==> config.mk <==
export PLATFORM = sky130hd
export DESIGN_NAME = hbc_bar_cmp
export DESIGN_NICKNAME = d
export VERILOG_FILES = /design/src/hbc_pkg.sv /design/src/hbc_bar_cmp.sv
export SDC_FILE = /design/constraint.sdc
export NUM_CORES = 2
export LEC_CHECK = 0
export BUFFER_PORTS_ARGS = -buffer_cell sky130_fd_sc_hd__clkbuf_2
export CAP_MARGIN = 20
export CORE_AREA = 5 5 312 314
export CTS_CLUSTER_SIZE = 8
export DETAILED_ROUTE_END_ITERATION = 6
export DIE_AREA = 0 0 317 319
export PLACE_DENSITY = 0.55
export SLEW_MARGIN = 30
export SYNTH_ARGS = -nofsm -noshare
export SYNTH_HDL_FRONTEND = slang
export SYNTH_SLANG_ARGS = --single-unit
==> constraint.sdc <==
create_clock -name i_clk -period 21.2 [get_ports i_clk]
set_clock_uncertainty 0.1 [all_clocks]
set_input_delay 4.24 -clock i_clk [delete_from_list [all_inputs] [get_ports i_clk]]
set_output_delay 4.24 -clock i_clk [all_outputs]
set_load 0.03 [all_outputs]
==> src/hbc_pkg.sv <==
// ============================================================================
// hbc_pkg
// Shared sizes, codes and types for the histogram bar chart renderer.
// ============================================================================
package hbc_pkg;

    localparam int NUM_BINS   = 256;
    localparam int MAX_DIM    = 4096;
    localparam int COUNT_BITS = 32;

    localparam int BIN_BITS   = $clog2(NUM_BINS);
    localparam int COORD_BITS = $clog2(MAX_DIM);
    localparam int DIM_BITS   = COORD_BITS + 1;
    localparam int PROD_BITS  = DIM_BITS + COUNT_BITS;

    // Bar height is 0.95 of the canvas, kept exact as a fraction
    localparam int BAR_NUM = 19;
    localparam int BAR_DEN = 20;

    localparam logic [7:0] PIX_ON  = 8'd255;
    localparam logic [7:0] PIX_OFF = 8'd0;

    localparam logic [1:0] OP_LOAD  = 2'd0;
    localparam logic [1:0] OP_QUERY = 2'd1;
    localparam logic [1:0] OP_CLEAR = 2'd2;

    localparam logic REG_HEIGHT = 1'b0;
    localparam logic REG_WIDTH  = 1'b1;

    localparam logic [DIM_BITS-1:0] DIM_RESET = DIM_BITS'(256);

    typedef enum logic [2:0] {
        ST_IDLE,
        ST_DIV,
        ST_MUL,
        ST_CMP,
        ST_OUT
    } t_state;

    typedef struct packed {
        logic                  en;
        logic [BIN_BITS-1:0]   addr;
        logic [COUNT_BITS-1:0] data;
    } t_store_wr;

    typedef struct packed {
        logic                done;
        logic [BIN_BITS-1:0] bin;
    } t_div_status;

endpackage

==> src/hbc_bar_cmp.sv <==
// ============================================================================
// hbc_bar_cmp
// Bar test: BAR_NUM*H*count > BAR_DEN*peak*(H-row-1), products registered.
// ============================================================================
module hbc_bar_cmp
    import hbc_pkg::*;
(
    input  logic                  i_clk,
    input  logic                  i_en,
    input  logic [DIM_BITS-1:0]   i_height,
    input  logic [DIM_BITS-1:0]   i_rows_below,
    input  logic [COUNT_BITS-1:0] i_count,
    input  logic [COUNT_BITS-1:0] i_peak,
    output logic                  o_white
);

    localparam int CMP_BITS = PROD_BITS + 5;

    logic [PROD_BITS-1:0] r_lhs;
    logic [PROD_BITS-1:0] r_rhs;
    logic [CMP_BITS-1:0]  lhs_scaled;
    logic [CMP_BITS-1:0]  rhs_scaled;

    always_ff @(posedge i_clk) begin
        if (i_en) begin
            r_lhs <= PROD_BITS'(i_height) * PROD_BITS'(i_count);
            r_rhs <= PROD_BITS'(i_rows_below) * PROD_BITS'(i_peak);
        end
    end

    assign lhs_scaled = CMP_BITS'(r_lhs) * CMP_BITS'(BAR_NUM);
    assign rhs_scaled = CMP_BITS'(r_rhs) * CMP_BITS'(BAR_DEN);
    assign o_white    = (lhs_scaled > rhs_scaled);

endmodule

### After elaboration in Yosys (flattened, before gate mapping)

Index checks and enable logic that the tools add are counted.

| storage, ports and cells | value |
|---|---|
| register bits | 90 |
| bits of input ports | 92 |
| logic and storage cells | 7 |

| operators by class | value |
|---|---|
| multiply operators | 4 |
| order comparisons | 1 |

Operators with widths:

| operator | number |
|---|---|
| multiplier 13 x 32 -> 45 bit | 2 |
| > comparator 50 bit | 1 |
| multiplier 45 x 5 -> 50 bit (second input constant) | 1 |
| multiplier 45 x 3 -> 48 bit (second input constant) | 1 |

### Logic depth before layout (Yosys ltp)

| depth | value |
|---|---|
| depth in word-level cells | 2 |
| mapped depth | 25 |

### Least setup slack after synthesis

OpenSTA, ideal clock, no wires.

| timing | value |
|---|---|
| path type | input to register |
| from | in i_count[15] |
| to | reg r_lhs[43] (data pin) |
| library setup time | 0.264 ns |
| arrival | 9.336 ns |
| required time | 20.836 ns |
| setup slack | 11.500 ns |
| stages on the path | 22 |
| path buffers | 1 |
| cells stage by stage | clkbuf_1 > and2_1 > fa_1 > inv_1 > fa_1 > inv_1 > fa_1 > fa_1 > inv_1 > fa_1 > inv_1 > ha_1 > o21ai_1 > nand2b_1 > nand3_1 > o31ai_4 > a31oi_2 > o41ai_4 > a41oi_2 > a31oi_2 > a221oi_1 > xnor2_1 |

| on the way | value |
|---|---|
| word-level cells in the longest chain between the ends | 1 |

Ends and longest elaborated chain:

| item | line | RTL |
|---|---|---|
| from (decl) | hbc_bar_cmp.sv:12 | `input logic [COUNT_BITS-1:0] i_count,` |
| multiplier 13 x 32 -> 45 bit | hbc_bar_cmp.sv:26 | `r_lhs <= PROD_BITS'(i_height) * PROD_BITS'(i_count);` |
| to (signal assigned) | hbc_bar_cmp.sv:26 |  |
| to (decl) | hbc_bar_cmp.sv:19 | `logic [PROD_BITS-1:0] r_lhs;` |

Every way passes these cells.
A chain may end at the register's enable or synchronous reset.

### Worst setup path in the final report

| timing | value |
|---|---|
| from | reg r_lhs[1] |
| to | out o_white |

| on the way | value |
|---|---|
| word-level cells in the longest chain between the ends | 2 |

Ends and longest elaborated chain:

| item | line | RTL |
|---|---|---|
| multiplier 45 x 5 -> 50 bit | hbc_bar_cmp.sv:31 | `assign lhs_scaled = CMP_BITS'(r_lhs) * CMP_BITS'(BAR_NUM);` |
| > comparator 50 bit | hbc_bar_cmp.sv:33 | `assign o_white = (lhs_scaled > rhs_scaled);` |
| to (decl) | hbc_bar_cmp.sv:14 | `output logic o_white` |

Every way passes these cells.

==> results.md <==
* Status: finished clean
* Vias per cell at between 4 and 5
* Layout Cells excl Fill at around 5.5k
* Antenna violations before repair at 0
* Syn nets at 5,520
* Grt total ovfl at 0
* P&R area growth vs syn at 4.71%
* Sink Count at 90
* Post-Synthesis Cells at about 4.3k
* First-pass GRT wire length at 145,000 um
* Max-Cap Viols at 0
* Post-Route Utilization at just over 40%
* Root buf cell: clkbuf_16
* Post-CTS Setup Bufs at 0
* CTS Buf Count at 9
* CTS tree: yes
* Predominant post-synthesis flop cell: edfxtp_1
* DR iter-0 viols at 1,208
* CP Max Fanout at 4
* Vias in the first global route at roughly 29k
* Final setup TNS at 0 ns
* FILL cells at between 9k and 10k
* Worst Path Arrival at ~6.6 ns
* Detail Placement HPWL at between 60,000 and 70,000 um
* EDFF count, synth at 90
* Fraction of registers with async set/reset at 0%
* Synth warn at 0
* Cell variety after synth at 75
* Tcrit/Tclk final at 51.4%
* Register area at approximately 2700 sq um
* Relative slew slack at between 30% and 40%
* # rows at 113
* Post-cts sizing count at 0
* I/O pin cnt at a little over 90
* Crit path time final at 10.89 ns
* Worst hold path type: in -> reg
* Critical path class: reg -> out
* DR WL/cell at between 15 and 20 um
* Final Setup Violations at 0
* Post-place setup slack at 10.44 ns
* Synth Cell Area at 37,400 sq um
* Detailed-route via count at 27.5k
* Area occupied by multi-input gates at approximately 30,000 sq um
* CTS Buffer Depth at 2
* DP Cell Count at around 5.5k
* Diodes inserted at 0
* Total GRT Usage at 17.2%
* CTS H-tree lvls at 3
* Mean Syn Cell Area at between 8 and 9 sq um
* First drt pass iteration count at 7
* Worst-path clk slew at approximately 0.07 ns
* CP Capture Type: output pin
* RD Place Congestion at between 0.8 and 0.9
* RSZ-0062 raised after global routing: false
* Largest net degree at the start of global routing at 47
* Die Ht at 319 um
* Die X at around 320 um
* Max Slew Vio Count at 0
* F_max at between 0.09 and 0.1 GHz
* CP startpoint kind: register
* Layout cell share with drive strength beyond 1 at 3.59%
* Port buffer count at between 90 and 100
* Hold_buf cts at 0
* Nets@finish at between 5k and 6k
* Worst EP required at 16.86 ns
* Initial core utilization at between 30% and 40%
* Final hold violations at 0
* Final antenna-violating net count at 0
* DRC errors left at 0
* PnR worst setup slack at roughly 10 ns
* Full die area at just over 100,000 sq um
* Core area at 94,300 sq um
* Sequential area share after synthesis at about 7.2%
* Pin slew with the least headroom to its limit at roughly 0.94 ns
* Detailed Route WL at ~84,000 um
* Flops & latches, synth at 90
[worst paths after layout]
path / end / slack, ns / from / depth (start not counted)
max: o_white / 10.31 / r_lhs[1]$_DFFE_PP_ / 22
min: r_lhs[0]$_DFFE_PP_ / 4.30 / i_en / 1
[Yosys cell counts (12+ instances only)]
cell      instances  area share [%]
o21bai_1         30            0.60
a21o_1          144             2.9
nand2b_1         17            0.28
ha_1            407              14
o21ai_0          62            0.83
nand2_1         567             5.7
inv_1          1028              10
o21ai_1          12            0.16
nand4_1          25            0.42
nor3_1           21            0.28
clkbuf_1        168             1.7
a21oi_1         186             2.5
xnor2_1         105             2.5
nor2b_1          14            0.23
nand3_1          37            0.49
edfxtp_1         90             7.2
and2_1          379             6.3
fa_1            702              38
xor2_1           56             1.3
o21a_1           17            0.34
and3_1           17            0.28
a31oi_1          18            0.30
nor2_1           77            0.77
[final cells by class]
type	count	share of cell area, %
Multi-Input combinational cell	3030	77.1
Inverter	1028	9.84
Clock inverter	7	0.236
Tap cell	1265	4.04
Timing Repair Buffer	98	1.30
Clock buffer	9	0.575
Sequential cell	90	6.89
[layer usage]
| metal | routed length, um | vias up | track usage [%] |
|---|---|---|---|
| met1 | 37300 | 13900 | 22.9 |
| met4 | 1330 | 0 | 2.95 |
| met3 | 2380 | 81 | 1.61 |
| met2 | 42500 | 373 | 31.0 |
| li1 | - | 13100 | - |
| met5 | 0 | - | 0 |
[logic make-up after synthesis]
family | synth area share (%)
buf+inv | 12.0
compound gates | 10.6
flops | 7.22
simple gates | 15.2
xor+xnor | 3.77
fa+ha+maj | 51.1
[critical path, cell delays in order, from the launching register on]
cell and delay (ns):
edfxtp_1 0.48, ha_1 0.33, ha_1 0.18, inv_1 0.07, fa_1 0.44, nand2b_2 0.22, a211oi_4 0.27, o2111ai_2 0.21
a2111oi_4 0.52, o31ai_2 0.21, a31oi_2 0.22, nor4_2 0.08, o41ai_1 0.52, a21oi_1 0.16, xnor2_1 0.15, ha_1 0.30
nand4_1 0.18, nor4_1 0.46, nor3_1 0.09, o21ai_0 0.23, a21oi_1 0.09, a31oi_1 0.43, clkbuf_2 0.30
[registers in the layout, summed over array words and instances (netlist names)]
name	count
r_rhs	45
r_lhs	45
[layout by cell type (no fill, tap or decap), types with 4 or more instances in the layout]
master / instances
o211ai_1: 7
nand3_1: 37
o21ai_0: 62
a41oi_1: 7
a2111oi_0: 5
buf_4: 7
nand2_1: 567
o31ai_2: 4
clkbuf_2: 91
and2_1: 379
xnor2_1: 105
and3_1: 17
a211oi_1: 11
nor3_1: 21
o21ai_1: 12
a21oi_1: 186
nand4_1: 25
o21bai_1: 30
edfxtp_1: 90
o21a_1: 17
nor2_1: 77
o31ai_1: 8
a31oi_1: 18
a21boi_0: 11
nor4_1: 4
inv_1: 1028
fa_1: 702
a211o_1: 10
ha_1: 407
a31o_2: 6
nor2b_1: 14
a21o_1: 144
xor2_1: 56
clkbuf_16: 9
nand2b_1: 17
[metrics by stage]
step	cell area (sq um)	hold slack, ns
6_report	39200	4.30
3_3_place_gp	38900	4.70
5_1_grt	39200	4.32
3_5_place_dp	38900	4.70
2_1_floorplan	37400	4.25
4_1_cts	39200	4.29
Power is not shown: default switching activity piles up to over one toggle a cycle in this logic, so the estimate is an artifact.
