===== config.mk =====
export PLATFORM = sky130hd
export DESIGN_NAME = hbc_col_div
export DESIGN_NICKNAME = d
export VERILOG_FILES = /design/src/hbc_pkg.sv /design/src/hbc_col_div.sv
export SDC_FILE = /design/constraint.sdc
export NUM_CORES = 1
export LEC_CHECK = 0
export ABC_AREA = 0
export BUFFER_PORTS_ARGS = -buffer_cell sky130_fd_sc_hd__buf_4
export CORE_ASPECT_RATIO = 1.2
export CORE_UTILIZATION = 35
export DETAILED_ROUTE_END_ITERATION = 8
export HOLD_SLACK_MARGIN = 0.1
export PLACE_DENSITY = 0.5
export SLEW_MARGIN = 20
export SYNTH_ARGS = -nofsm -noshare
export SYNTH_HDL_FRONTEND = slang
export SYNTH_SLANG_ARGS = --single-unit

===== constraint.sdc =====
create_clock -name i_clk -period 7.55 [get_ports i_clk]
set_clock_uncertainty 0.2 [all_clocks]
set_input_delay 0.755 -clock i_clk [delete_from_list [all_inputs] [get_ports i_clk]]
set_output_delay 0.755 -clock i_clk [all_outputs]
set_load 0.01 [all_outputs]

===== src/hbc_pkg.sv =====
// ============================================================================
// hbc_pkg
// Shared sizes, codes and types for the histogram bar chart renderer.
// ============================================================================
package hbc_pkg;

    localparam int NUM_BINS   = 256;
    localparam int MAX_DIM    = 4096;
    localparam int COUNT_BITS = 32;

    localparam int BIN_BITS   = $clog2(NUM_BINS);
    localparam int COORD_BITS = $clog2(MAX_DIM);
    localparam int DIM_BITS   = COORD_BITS + 1;
    localparam int PROD_BITS  = DIM_BITS + COUNT_BITS;

    // Bar height is 0.95 of the canvas, kept exact as a fraction
    localparam int BAR_NUM = 19;
    localparam int BAR_DEN = 20;

    localparam logic [7:0] PIX_ON  = 8'd255;
    localparam logic [7:0] PIX_OFF = 8'd0;

    localparam logic [1:0] OP_LOAD  = 2'd0;
    localparam logic [1:0] OP_QUERY = 2'd1;
    localparam logic [1:0] OP_CLEAR = 2'd2;

    localparam logic REG_HEIGHT = 1'b0;
    localparam logic REG_WIDTH  = 1'b1;

    localparam logic [DIM_BITS-1:0] DIM_RESET = DIM_BITS'(256);

    typedef enum logic [2:0] {
        ST_IDLE,
        ST_DIV,
        ST_MUL,
        ST_CMP,
        ST_OUT
    } t_state;

    typedef struct packed {
        logic                  en;
        logic [BIN_BITS-1:0]   addr;
        logic [COUNT_BITS-1:0] data;
    } t_store_wr;

    typedef struct packed {
        logic                done;
        logic [BIN_BITS-1:0] bin;
    } t_div_status;

endpackage


===== src/hbc_col_div.sv =====
// ============================================================================
// hbc_col_div
// Column to bin mapping: floor(((col+1)*NUM_BINS-1)/width), one bit a cycle.
// ============================================================================
module hbc_col_div
    import hbc_pkg::*;
(
    input  logic                  i_clk,
    input  logic                  i_rst_n,
    input  logic                  i_start,
    input  logic [COORD_BITS-1:0] i_col,
    input  logic [DIM_BITS-1:0]   i_width,
    output t_div_status           o_status
);

    localparam int DVD_BITS = COORD_BITS + 1 + BIN_BITS;
    localparam int CNT_BITS = $clog2(BIN_BITS + 1);

    logic [DIM_BITS-1:0]   r_rem;
    logic [BIN_BITS-1:0]   r_sh;
    logic [CNT_BITS-1:0]   r_cnt;
    logic                  r_busy;
    logic                  r_done;

    logic [DVD_BITS-1:0]   dvd;
    logic [COORD_BITS:0]   col_p1;
    logic [DIM_BITS:0]     trial;
    logic [DIM_BITS:0]     diff;
    logic                  ge;

    // the column lies inside the canvas, so the upper dividend bits stay below width
    assign col_p1 = {1'b0, i_col} + 1'b1;
    assign dvd    = DVD_BITS'(col_p1) * DVD_BITS'(NUM_BINS) - DVD_BITS'(1);
    assign trial  = {r_rem, r_sh[BIN_BITS-1]};
    assign diff   = trial - {1'b0, i_width};
    assign ge     = (trial >= {1'b0, i_width});

    always_ff @(posedge i_clk) begin
        if (i_start) begin
            r_rem <= DIM_BITS'(dvd >> BIN_BITS);
            r_sh  <= dvd[BIN_BITS-1:0];
        end else if (r_busy) begin
            r_rem <= ge ? DIM_BITS'(diff) : DIM_BITS'(trial);
            r_sh  <= BIN_BITS'({r_sh, ge});
        end
    end

    always_ff @(posedge i_clk) begin
        if (!i_rst_n) begin
            r_busy <= 1'b0;
            r_done <= 1'b0;
            r_cnt  <= '0;
        end else begin
            r_done <= 1'b0;
            if (i_start) begin
                r_busy <= 1'b1;
                r_cnt  <= '0;
            end else if (r_busy) begin
                r_cnt <= r_cnt + 1'b1;
                if (r_cnt == CNT_BITS'(BIN_BITS - 1)) begin
                    r_busy <= 1'b0;
                    r_done <= 1'b1;
                end
            end
        end
    end

    assign o_status.done = r_done;
    assign o_status.bin  = r_sh;

endmodule


# Word-level counts from Yosys, hierarchy flattened
# Index checks and enable logic that the tools add are counted.
dict set report totals {
  rom_bits 0
  regBits 27
  ramBits 0
  output_inout_bits 9
  word_cells 25
  mem_count 0
  latch_bits 0
}
dict set report classes {
  n_bitwise 2
  mul 0
  mux 9
  n_eq_ne 1
  order_cmp 1
  n_div 0
  n_shift 0
  n_reduce_logical 3
  addsub 4
}
# op count
set ops {}
lappend ops {{two-way mux 13 bit} 3}
lappend ops {{subtractor 21 x 1 -> 21 bit, second input constant} 1}
lappend ops {{two-way mux 8 bit} 2}
lappend ops {{greater-or-equal comparator 14 x 13 -> 1 bit} 1}
lappend ops {{adder 12 x 1 -> 13 bit, second input constant} 1}
lappend ops {{subtractor 13 bit} 1}
lappend ops {{adder 4 x 1 -> 4 bit, second input constant} 1}
lappend ops {{== test 4 x 3 -> 1 bit, second input constant} 1}
lappend ops {{two-way mux 1 bit} 4}
lappend ops {{OR reduction 3 bit} 1}
lappend ops {{NOT 1 bit} 2}
lappend ops {{nonzero test 2 bit} 1}
lappend ops {{OR reduction 2 bit} 1}

# Logic depth before layout (Yosys ltp)
# Gate-level depths: netlist of the first run.
dict set report logic_depth {
  word_depth 4
  mapped_depth 11
}

# Worst setup path after synthesis of the first run
# OpenSTA, ideal clock, no wires.
dict set report synth_timing {
  path_type {input -> register}
  start {input i_width[0]}
  end {register r_rem[3], data pin}
  arrival_time_ns 2.678
  setup_ns 0.268
  n_path_buf 1
  path_slack_ns 4.404
  path_stages 10
  required_ns 7.082
  path_cell_list {ha_1 > inv_1 > fa_1 > a21o_1 > nand4_1 > a311oi_2 > or4_1 > buf_6 > mux2i_1 > mux2i_1}
}
dict set report synth_between {
  elab_chain_cells 4
}
# item line_no
set synth_lines {}
lappend synth_lines {{start: declaration} hbc_col_div.sv:12} ;# input logic [DIM_BITS-1:0] i_width,
lappend synth_lines {{subtractor 13 bit or greater-or-equal comparator 14 x 13 -> 1 bit (tied branches)} {hbc_col_div.sv:35, hbc_col_div.sv:36}}
lappend synth_lines {{two-way mux 13 bit (*)} hbc_col_div.sv:43} ;# r_rem <= ge ? DIM_BITS'(diff) : DIM_BITS'(trial);
lappend synth_lines {{two-way mux 13 bit (*)} hbc_col_div.sv:42} ;# end else if (r_busy) begin
lappend synth_lines {{two-way mux 13 bit (*)} hbc_col_div.sv:39} ;# if (i_start) begin
lappend synth_lines {{end signal: assignment} hbc_col_div.sv:40} ;# r_rem <= DIM_BITS'(dvd >> BIN_BITS);
lappend synth_lines {{end signal: assignment} hbc_col_div.sv:43}
lappend synth_lines {{end: declaration} hbc_col_div.sv:19} ;# logic [DIM_BITS-1:0] r_rem;
# Every way passes the cells marked *; elsewhere a longest branch is shown, timed or not. The select of a mux whose other input is x is not followed.
# A chain may end at the register's enable or synchronous reset.

# Worst setup path in the final report of the first run
dict set report layout_timing {
  start {input i_width[0]}
  end {register r_rem[9], data pin}
}
# Same word-level chain as after synthesis.

==> impl_metrics.yaml, run 1 <==
route:
  viasPerCell: 5.44
  first_pass_iters: 4
  wirelength_um: 5830
  vias: 2248
  detail-route-antenna-nets: 0
  drc: 0
  first_iter_violations: 110
  wl_per_cell_um: 14.1
setup_path:
  arrival_ns: 3.06
  slowest_stage: "or4_1"
  r2r_cells: 10
  startpoint: "i_width[0]"
  crit_required_ns: 7.36
  max_stage_delay_ns: 0.74
  end_kind: "flop"
  critPathMaxFanout: 11
  crit_path_end: "r_rem[9]"
  r2r_end: "r_rem[9]"
  r2r-start: "r_sh[7]"
  cp-start-kind: "input pin"
  path_class: "in -> reg"
  rrSetupSlack_ns: 4.35
  cp_cell_sequence: "buf_4 > ha_1 > inv_1 > fa_1 > a21o_1 > nand4_1 > a311oi_2 > or4_1 > a31oi_1 > a221oi_1"
sta:
  clock.fmax_mhz: 308
  min_period_over_period_pct: 43.1
  hold_viol_final: 0
  setup_viol: 0
  slew_headroom_pct: 51.9
  finalSetupTns_ns: 0
  timing.hold.ws_ns: 0.279
  period_needed_ns: 3.25
  final_max_slew_viol_count: 0
  rsz0062_at_grt: "false"
  worst_slew_pin_slew_ns: 0.715
power:
  switching_share_pct: 38.1
  clkPwrFrac_pct: 16.1
  peakVddDrop_v: 0.0000741
  power_leakage_nw: 1.17
  powerDensity_nw_per_um2: 179
  power.internal_mw: 0.328
  total_power_mw: 0.530
  power_switching_mw: 0.202
  combPwrFrac_pct: 46.7
  power_frac_seq_pct: 37.2
layout:
  drive_gt1_share_pct: 19.8
  final_cell_count_no_fill: 413
  diodes: 0
  nets: 369
  layout_common_cells: "buf_4 (36), inv_1 (24), nand2_1 (22)"
  final_common_cell: "buf_4"
  fillers: 789
  area_delta_synth_final_pct: 13.1
synth:
  synth_cell_types: 62
  synth_edf_count: 21
  yosysTopAreaCell: "edfxtp_1"
  synth.area.top_cells: "edfxtp_1 (24%), ha_1 (7.6%), xnor2_1 (6.0%), dfxtp_1 (4.6%), mux2i_1 (3.4%)"
  syn_inst: 298
  synth_top_area_share_pct: 24.1
  ys_ff_latch: 27
  yosysSeqAreaShare_pct: 28.7
  synth-main-ff-cell: "edfxtp_1"
  syn_nets: 343
  postSynthAreaPerCell_um2: 8.79
  async_reset_ff_share_pct: 0
  synth_area_um2: 2620
  ys_warn_count: 0
run_status:
  status: "complete, no violations"
cts:
  post-cts-setup-buffers: 0
  cts_root_buf: "clkbuf_8"
  cts-hold-fix-buffers: 0
  clkTransAtPathRegs_ns: 0.10
  cts_buffers: 3
  cts_sinks: 27
  cts_buffer_depth: 2
  worstSkewPairLatency_ns: 0.28
  ctsResizeCount: 0
  htree_levels: 1
  cts_tree: "yes"
floorplan:
  dieArea_um2: 7830
  core.rowCount: 34
  initial_utilization_pct: 36.2
  fp.dieW_um: 81.0
  ios: 37
  core-area_um2: 7230
  die_h_um: 96.8
placement:
  place.gp.congestion: 0.811
  io_buffers: 36
  dp_cells: 409
  dpl.hpwl_um: 4650
global_route:
  grt_overflow: 0
  grt_pass1_wl_um: 9650
  grt_pass1_vias: 2053
  grt_max_degree: 24
  grt_use_total_pct: 15.4
  antenna_found_initial: 0
min_path:
  hold_path_class: "reg -> reg"
flow_run:
  drv_cap: 0
[per-layer routing]
layer / GRT usage (%) / wire [um]
met5: 0 / 0
met4: 5.36 / 70
met3: 1.04 / 185
met2: 24.4 / 2770
met1: 21.9 / 2800
[metrics by stage]
step	util [%]	setup slack, ns	cell area [um^2]
2_1_floorplan	-	4.40	2620
3_5_place_dp	40.3	3.96	2920
6_report	41.0	4.30	2960
4_1_cts	41.0	4.27	2960
5_1_grt	41.0	4.11	2960
3_3_place_gp	40.3	3.95	2920
[Yosys cell counts (9+ instances only)]
cell type	number
xnor2_1	18
or2_2	10
nand4_1	9
mux2i_1	9
inv_1	24
a21oi_1	14
a31oi_1	9
nand2_1	22
nor2_1	17
edfxtp_1	21
ha_1	16
[state kept, by name, summed over array words and instances, names as in the netlist]
signal	count
r_rem	13
r_sh	8
r_cnt	4
r_busy	1
r_done	1
[critical path: cells and delay by family]
| kind | cells | cell delay, ns |
|---|---|---|
| buf+inv | 2 | 0.14 |
| compound gates | 4 | 0.69 |
| fa+ha+maj | 2 | 0.56 |
| simple gates | 2 | 0.91 |
[power groups by stage]
stage	Sequential, mW	Combinational, mW	Clock (mW)
CTS	0.197	0.247	0.0887
floorplan	0.195	0.191	0
detailed placement	0.201	0.245	0
global placement	0.202	0.247	0
finish	0.197	0.248	0.0855
global route	0.200	0.272	0.0931
[worst min path at each step]
| stage | from | to | slack [ns] | cells past startpoint |
|---|---|---|---|---|
| after floorplan | r_cnt[3] | r_done | 0.23 | 1 |
| after global placement | r_cnt[3] | r_done | 0.26 | 1 |
| after detailed placement | r_cnt[3] | r_done | 0.26 | 1 |
| after CTS | r_cnt[3] | r_done | 0.28 | 1 |
| after global routing | r_cnt[3] | r_done | 0.30 | 1 |
| final | r_cnt[3] | r_done | 0.28 | 1 |
[final cells by class]
cell class              instances  area (um^2)  area share (%)
clock buffers                   3         41.3            1.39
clock inverters                 1         6.26           0.211
inverters                      24         90.1            3.04
multi-input cells             232         1690            57.1
flip-flops and latches         27          751            25.3
well taps                      90          113            3.80
repair buffers                 36          270            9.12
[logic make-up (layout without fill, tap and decap cells)]
family                     count (synthesis)  count (layout)  share of synthesized area [%]
and+or+nand+nor                          105             105                           23.4
AOI/OAI and AO/OA                         74              74                           20.3
buffers and inverters                     39              64                           6.74
DFF                                       27              27                           28.7
xor gates and xnor gates                  26              26                           8.70
adders and majority gates                 17              17                           8.41
muxes                                     10              10                           3.87
Power figures use the tool's default switching activity.
==> inputs of run 2 (changes only) <==
==> constraint.sdc (replaced) <==
create_clock -name i_clk -period 3.02 [get_ports i_clk]
set_clock_uncertainty 0.2 [all_clocks]
set_input_delay 0.302 -clock i_clk [delete_from_list [all_inputs] [get_ports i_clk]]
set_output_delay 0.302 -clock i_clk [all_outputs]
set_load 0.01 [all_outputs]
==> run 2 against run 1 <==
Combinational power grew to 2.7 times the previous value. Non-clock buffer count grew 13. Worst setup slack lost 4.2 ns. Die area is the same. Largest power group unchanged. Critical path type is now reg -> reg.
==> impl_metrics.yaml, run 2 (synthesis results as in run 1) <==
setup_path:
  critPathMaxFanout: 11
  end_kind: "flop"
  crit_required_ns: 2.82
  r2r_cells: 9
  max_stage_delay_ns: 0.49
  slowest_stage: "or4_1"
  cp-start-kind: "flop"
  path_class: "reg -> reg"
  arrival_ns: 2.70
  cp_cell_sequence: "ha_1 > buf_4 > a21o_1 > a31oi_1 > a21oi_4 > or4_1 > buf_6 > a31oi_2 > a221oi_1"
placement:
  place.gp.congestion: 0.784
  postPlaceCellArea_um2: 2990
  pre_cts_ws_ns: -0.0169
  dpl.hpwl_um: 4660
  io_buffers: 36
  dp_cells: 419
floorplan:
  initial_utilization_pct: 36.2
  core-area_um2: 7230
  core.rowCount: 34
  ios: 37
  dieArea_um2: 7830
  fp.dieW_um: 81.0
  die_h_um: 96.8
route:
  viasPerCell: 5.19
  wl_per_cell_um: 13.7
  first_pass_iters: 4
  detail-route-antenna-nets: 0
  first_iter_violations: 70
  wirelength_um: 5840
  vias: 2210
  drc: 0
layout:
  final_cell_count_no_fill: 426
  layout_common_cells: "buf_4 (47), inv_1 (23), nand2_1 (22)"
  area_delta_synth_final_pct: 17.7
  largest_registers: "r_rem x13, r_sh x8, r_cnt x4"
  final_util_pct: 42.6
  fillers: 755
  drive_gt1_share_pct: 23.5
  diodes: 0
  regMostFlops: "r_rem"
  largest_register_ffs: 13
  final_common_cell: "buf_4"
  final_area_um2: 3080
  nets: 382
power:
  power_leakage_nw: 1.23
  peakVddDrop_v: 0.000195
  total_power_mw: 1.37
  powerDensity_nw_per_um2: 443
cts:
  cts_buffers: 3
  cts_sinks: 27
  clkTransAtPathRegs_ns: 0.10
  htree_levels: 1
  cts_tree: "yes"
  cts_buffer_depth: 2
  cts_root_buf: "clkbuf_8"
  worstSkewPairLatency_ns: 0.27
sta:
  final_max_slew_viol_count: 0
  hold_viol_final: 0
  worst_slew_pin_slew_ns: 0.490
  slew_headroom_pct: 67.4
  timing.hold.ws_ns: 0.254
  setup_viol: 0
  rsz0062_at_grt: "false"
  finalSetupTns_ns: 0
  min_period_over_period_pct: 96.1
  clock.fmax_mhz: 344
  period_needed_ns: 2.90
  worst_slack_ns: 0.117
global_route:
  grt_pass1_vias: 2063
  grt_max_degree: 24
  grt_use_total_pct: 15.5
  grt_overflow: 0
  antenna_found_initial: 0
  grt_pass1_wl_um: 9720
run_status:
  status: "complete, no violations"
flow_run:
  drv_cap: 0
min_path:
  hold_path_class: "in -> reg"
  hold_depth: 3
[run 2: cell count changes in the layout (fill, tap and decap cells not counted), sizes merged]
| cell | change |
|---|---|
| buf | +12 |
| dlygate4sd3 | +1 |
[run 2: cell type report]
cell class | instances | area, um^2 | share of cell area, %
Clock buffer | 3 | 41.3 | 1.34
Clock inverter | 1 | 6.26 | 0.203
Inverter | 24 | 90.1 | 2.92
Multi-Input combinational cell | 232 | 1710 | 55.4
Sequential cell | 27 | 751 | 24.4
Tap cell | 90 | 113 | 3.65
Timing Repair Buffer | 49 | 374 | 12.1
[run 2: worst paths after layout]
check,to,slack (ns),from
hold reg to reg,r_done,0.27,r_cnt[3]
setup reg to reg,r_rem[9],0.12,r_rem[10]
hold / removal,r_busy,0.25,i_start
setup / recovery,r_rem[9],0.12,r_rem[10]
[run 2: critical path, delay by kind of cell, from the launching register on]
| family | cells | cell delay (ns) |
|---|---|---|
| compound gates | 5 | 0.88 |
| fa+ha+maj | 1 | 0.32 |
| buf+inv | 2 | 0.32 |
| flops | 1 | 0.42 |
| simple gates | 1 | 0.49 |
[run 2: repair_timing]
action,CTS,global route
gates cloned,0,0
hold endpoints to repair,1,0
gates resized for setup,1,4
setup endpoints to repair,1,14
setup buffers,1,1
pin swaps,1,3
hold buffers,1,0
[run 2: power by group]
group | internal (mW) | switching (mW) | total [mW]
Sequential | 0.460 | 0.0321 | 0.492
Clock | 0.0943 | 0.113 | 0.208
Combinational | 0.305 | 0.362 | 0.667
Total | 0.859 | 0.507 | 1.37
[run 2: metal layers]
metal	global-route usage (%)	up-vias	share of wire [%]	wire length, um
met3	0.849	2	2.2	131
li1	-	1171	-	-
met5	0	-	0	0
met2	25.1	30	48	2780
met1	21.9	1007	49	2890
met4	4.12	0	0.82	48
==> inputs of run 3 (changes only) <==
--- a/config.mk
+++ b/config.mk
@@ -8,9 +8,10 @@
 export ABC_AREA = 0
 export BUFFER_PORTS_ARGS = -buffer_cell sky130_fd_sc_hd__buf_4
 export CORE_ASPECT_RATIO = 1.2
+export CORE_MARGIN = 2
 export CORE_UTILIZATION = 35
 export DETAILED_ROUTE_END_ITERATION = 8
-export HOLD_SLACK_MARGIN = 0.1
+export HOLD_SLACK_MARGIN = 0.08
 export PLACE_DENSITY = 0.5
 export SLEW_MARGIN = 20
 export SYNTH_ARGS = -nofsm -noshare
==> run 3 against run 2 <==
Design area is 0.41% higher. Critical path depth is 2 higher. First-iteration DRC count is 26% higher. Worst setup slack worse by 0.0069 ns. Non-clock buffer count stayed put. Register-to-register slack hardly changed. Utilization is 0.077 points lower. Sequential power hardly changed. Fmax is 0.24% lower. Power is 1.8% higher. Routed wire length is 4.6% higher. Via count is 2.8% higher. Largest cell class unchanged. Highest routed layer unchanged.
==> impl_metrics.yaml, run 3 (synthesis results as in run 1) <==
run_status:
  status: "complete, no violations"
power:
  peakVddDrop_v: 0.000204
  power.internal_mw: 0.865
  combPwrFrac_pct: 49.0
  power_leakage_nw: 1.24
  power_frac_seq_pct: 35.6
  clkPwrFrac_pct: 15.4
  power_switching_mw: 0.525
  powerDensity_nw_per_um2: 449
  switching_share_pct: 37.8
setup_path:
  end_kind: "flop"
  path_class: "reg -> reg"
  cp-start-kind: "flop"
  startpoint: "r_sh[7]"
  arrival_ns: 2.71
  crit_required_ns: 2.82
  r2r-start: "r_sh[7]"
  critPathMaxFanout: 11
route:
  wirelength_um: 6110
  first_iter_violations: 88
  viasPerCell: 5.33
  drc: 0
  wl_per_cell_um: 14.3
  first_pass_iters: 4
  vias: 2272
  detail-route-antenna-nets: 0
layout:
  largest_register_ffs: 13
  area_delta_synth_final_pct: 18.2
  fillers: 721
  largest_registers: "r_rem x13, r_sh x8, r_cnt x4"
  final_common_cell: "buf_4"
  regMostFlops: "r_rem"
  layout_common_cells: "buf_4 (47), inv_1 (24), nand2_1 (22)"
  nets: 382
  diodes: 0
  drive_gt1_share_pct: 23.5
global_route:
  grt_max_degree: 24
  antenna_found_initial: 0
  grt_pass1_vias: 2106
  grt_overflow: 0
  grt_use_total_pct: 14.4
  grt_pass1_wl_um: 9850
cts:
  cts_buffers: 3
  worstSkewPairLatency_ns: 0.28
  cts_buffer_depth: 2
  cts_tree: "yes"
  htree_levels: 1
  cts_sinks: 27
  clkTransAtPathRegs_ns: 0.10
  cts_root_buf: "clkbuf_8"
placement:
  io_buffers: 36
  place.gp.congestion: 0.844
  dpl.hpwl_um: 4810
sta:
  min_period_over_period_pct: 96.4
  setup_viol: 0
  timing.hold.ws_ns: 0.236
  worst_slew_pin_slew_ns: 0.507
  final_max_slew_viol_count: 0
  period_needed_ns: 2.91
  slew_headroom_pct: 65.9
  finalSetupTns_ns: 0
  clock.fmax_mhz: 344
  hold_viol_final: 0
min_path:
  hold_path_class: "in -> reg"
  min_from: "i_start"
floorplan:
  core-area_um2: 7270
  core.rowCount: 34
  ios: 37
  initial_utilization_pct: 36.0
  dieArea_um2: 8190
  die_h_um: 98.8
  fp.dieW_um: 83.0
flow_run:
  drv_cap: 0
## run 3: repair_timing
action	4_1_cts	5_1_grt
hold buffers	1	0
endpoints found under the hold margin	1	0
setup endpoints to repair	2	12
setup buffers	1	1
gates resized for setup	1	4
pin swaps	1	0
## run 3: area by class of cell
class	instances	area (um^2)	area share, %
tap	90	113	3.64
clock buffer	3	41.3	1.33
sequential	27	751	24.3
multi-input combinational	232	1720	55.6
inverter	24	90.1	2.91
timing repair buffer	49	374	12.1
clock inverter	1	6.26	0.202
## run 3: worst paths after layout
kind                            depth (start not counted)       end  slack (ns)
worst max-delay path                                   11  r_rem[9]        0.11
worst min-delay path                                    3    r_busy        0.24
worst max register to register                         11  r_rem[9]        0.11
worst min register to register                          1    r_done        0.28
## run 3: worst max-delay path: stages (launching register included)
cell      delay, ns
edfxtp_1       0.40
inv_1          0.09
ha_1           0.16
inv_1          0.05
fa_2           0.35
a21o_1         0.18
nand4_1        0.14
a311oi_2       0.13
or4_1          0.52
buf_6          0.17
a31oi_2        0.15
a221oi_1       0.10
## run 3: stage by stage
stage	power (mW)	cell area [um^2]	util [%]	std cells	setup slack, ns
after global placement	1.16	2990	41.1	419	0.0996
after detailed placement	1.15	2990	41.1	419	-0.0226
after global routing	1.49	3100	42.6	426	-0.0420
after floorplan	0.965	2620	-	298	0.113
final	1.39	3100	42.6	426	0.110
after CTS	1.37	3060	42.1	425	0.0308
## run 3: layer usage
layer | routed length, um | track usage, % | vias up
li1 | - | - | 1179
met1 | 2980 | 19.6 | 1054
met2 | 2910 | 24.4 | 35
met3 | 144 | 1.01 | 4
met4 | 76 | 4.92 | 0
met5 | 0 | 0 | -
## run 3: power by group through the flow
stage	combinational [mW]	clock (mW)	sequential [mW]
global placement	0.653	0	0.504
finish	0.681	0.214	0.495
floorplan	0.477	0	0.488
detailed placement	0.648	0	0.501
global route	0.751	0.234	0.500
CTS	0.662	0.221	0.492
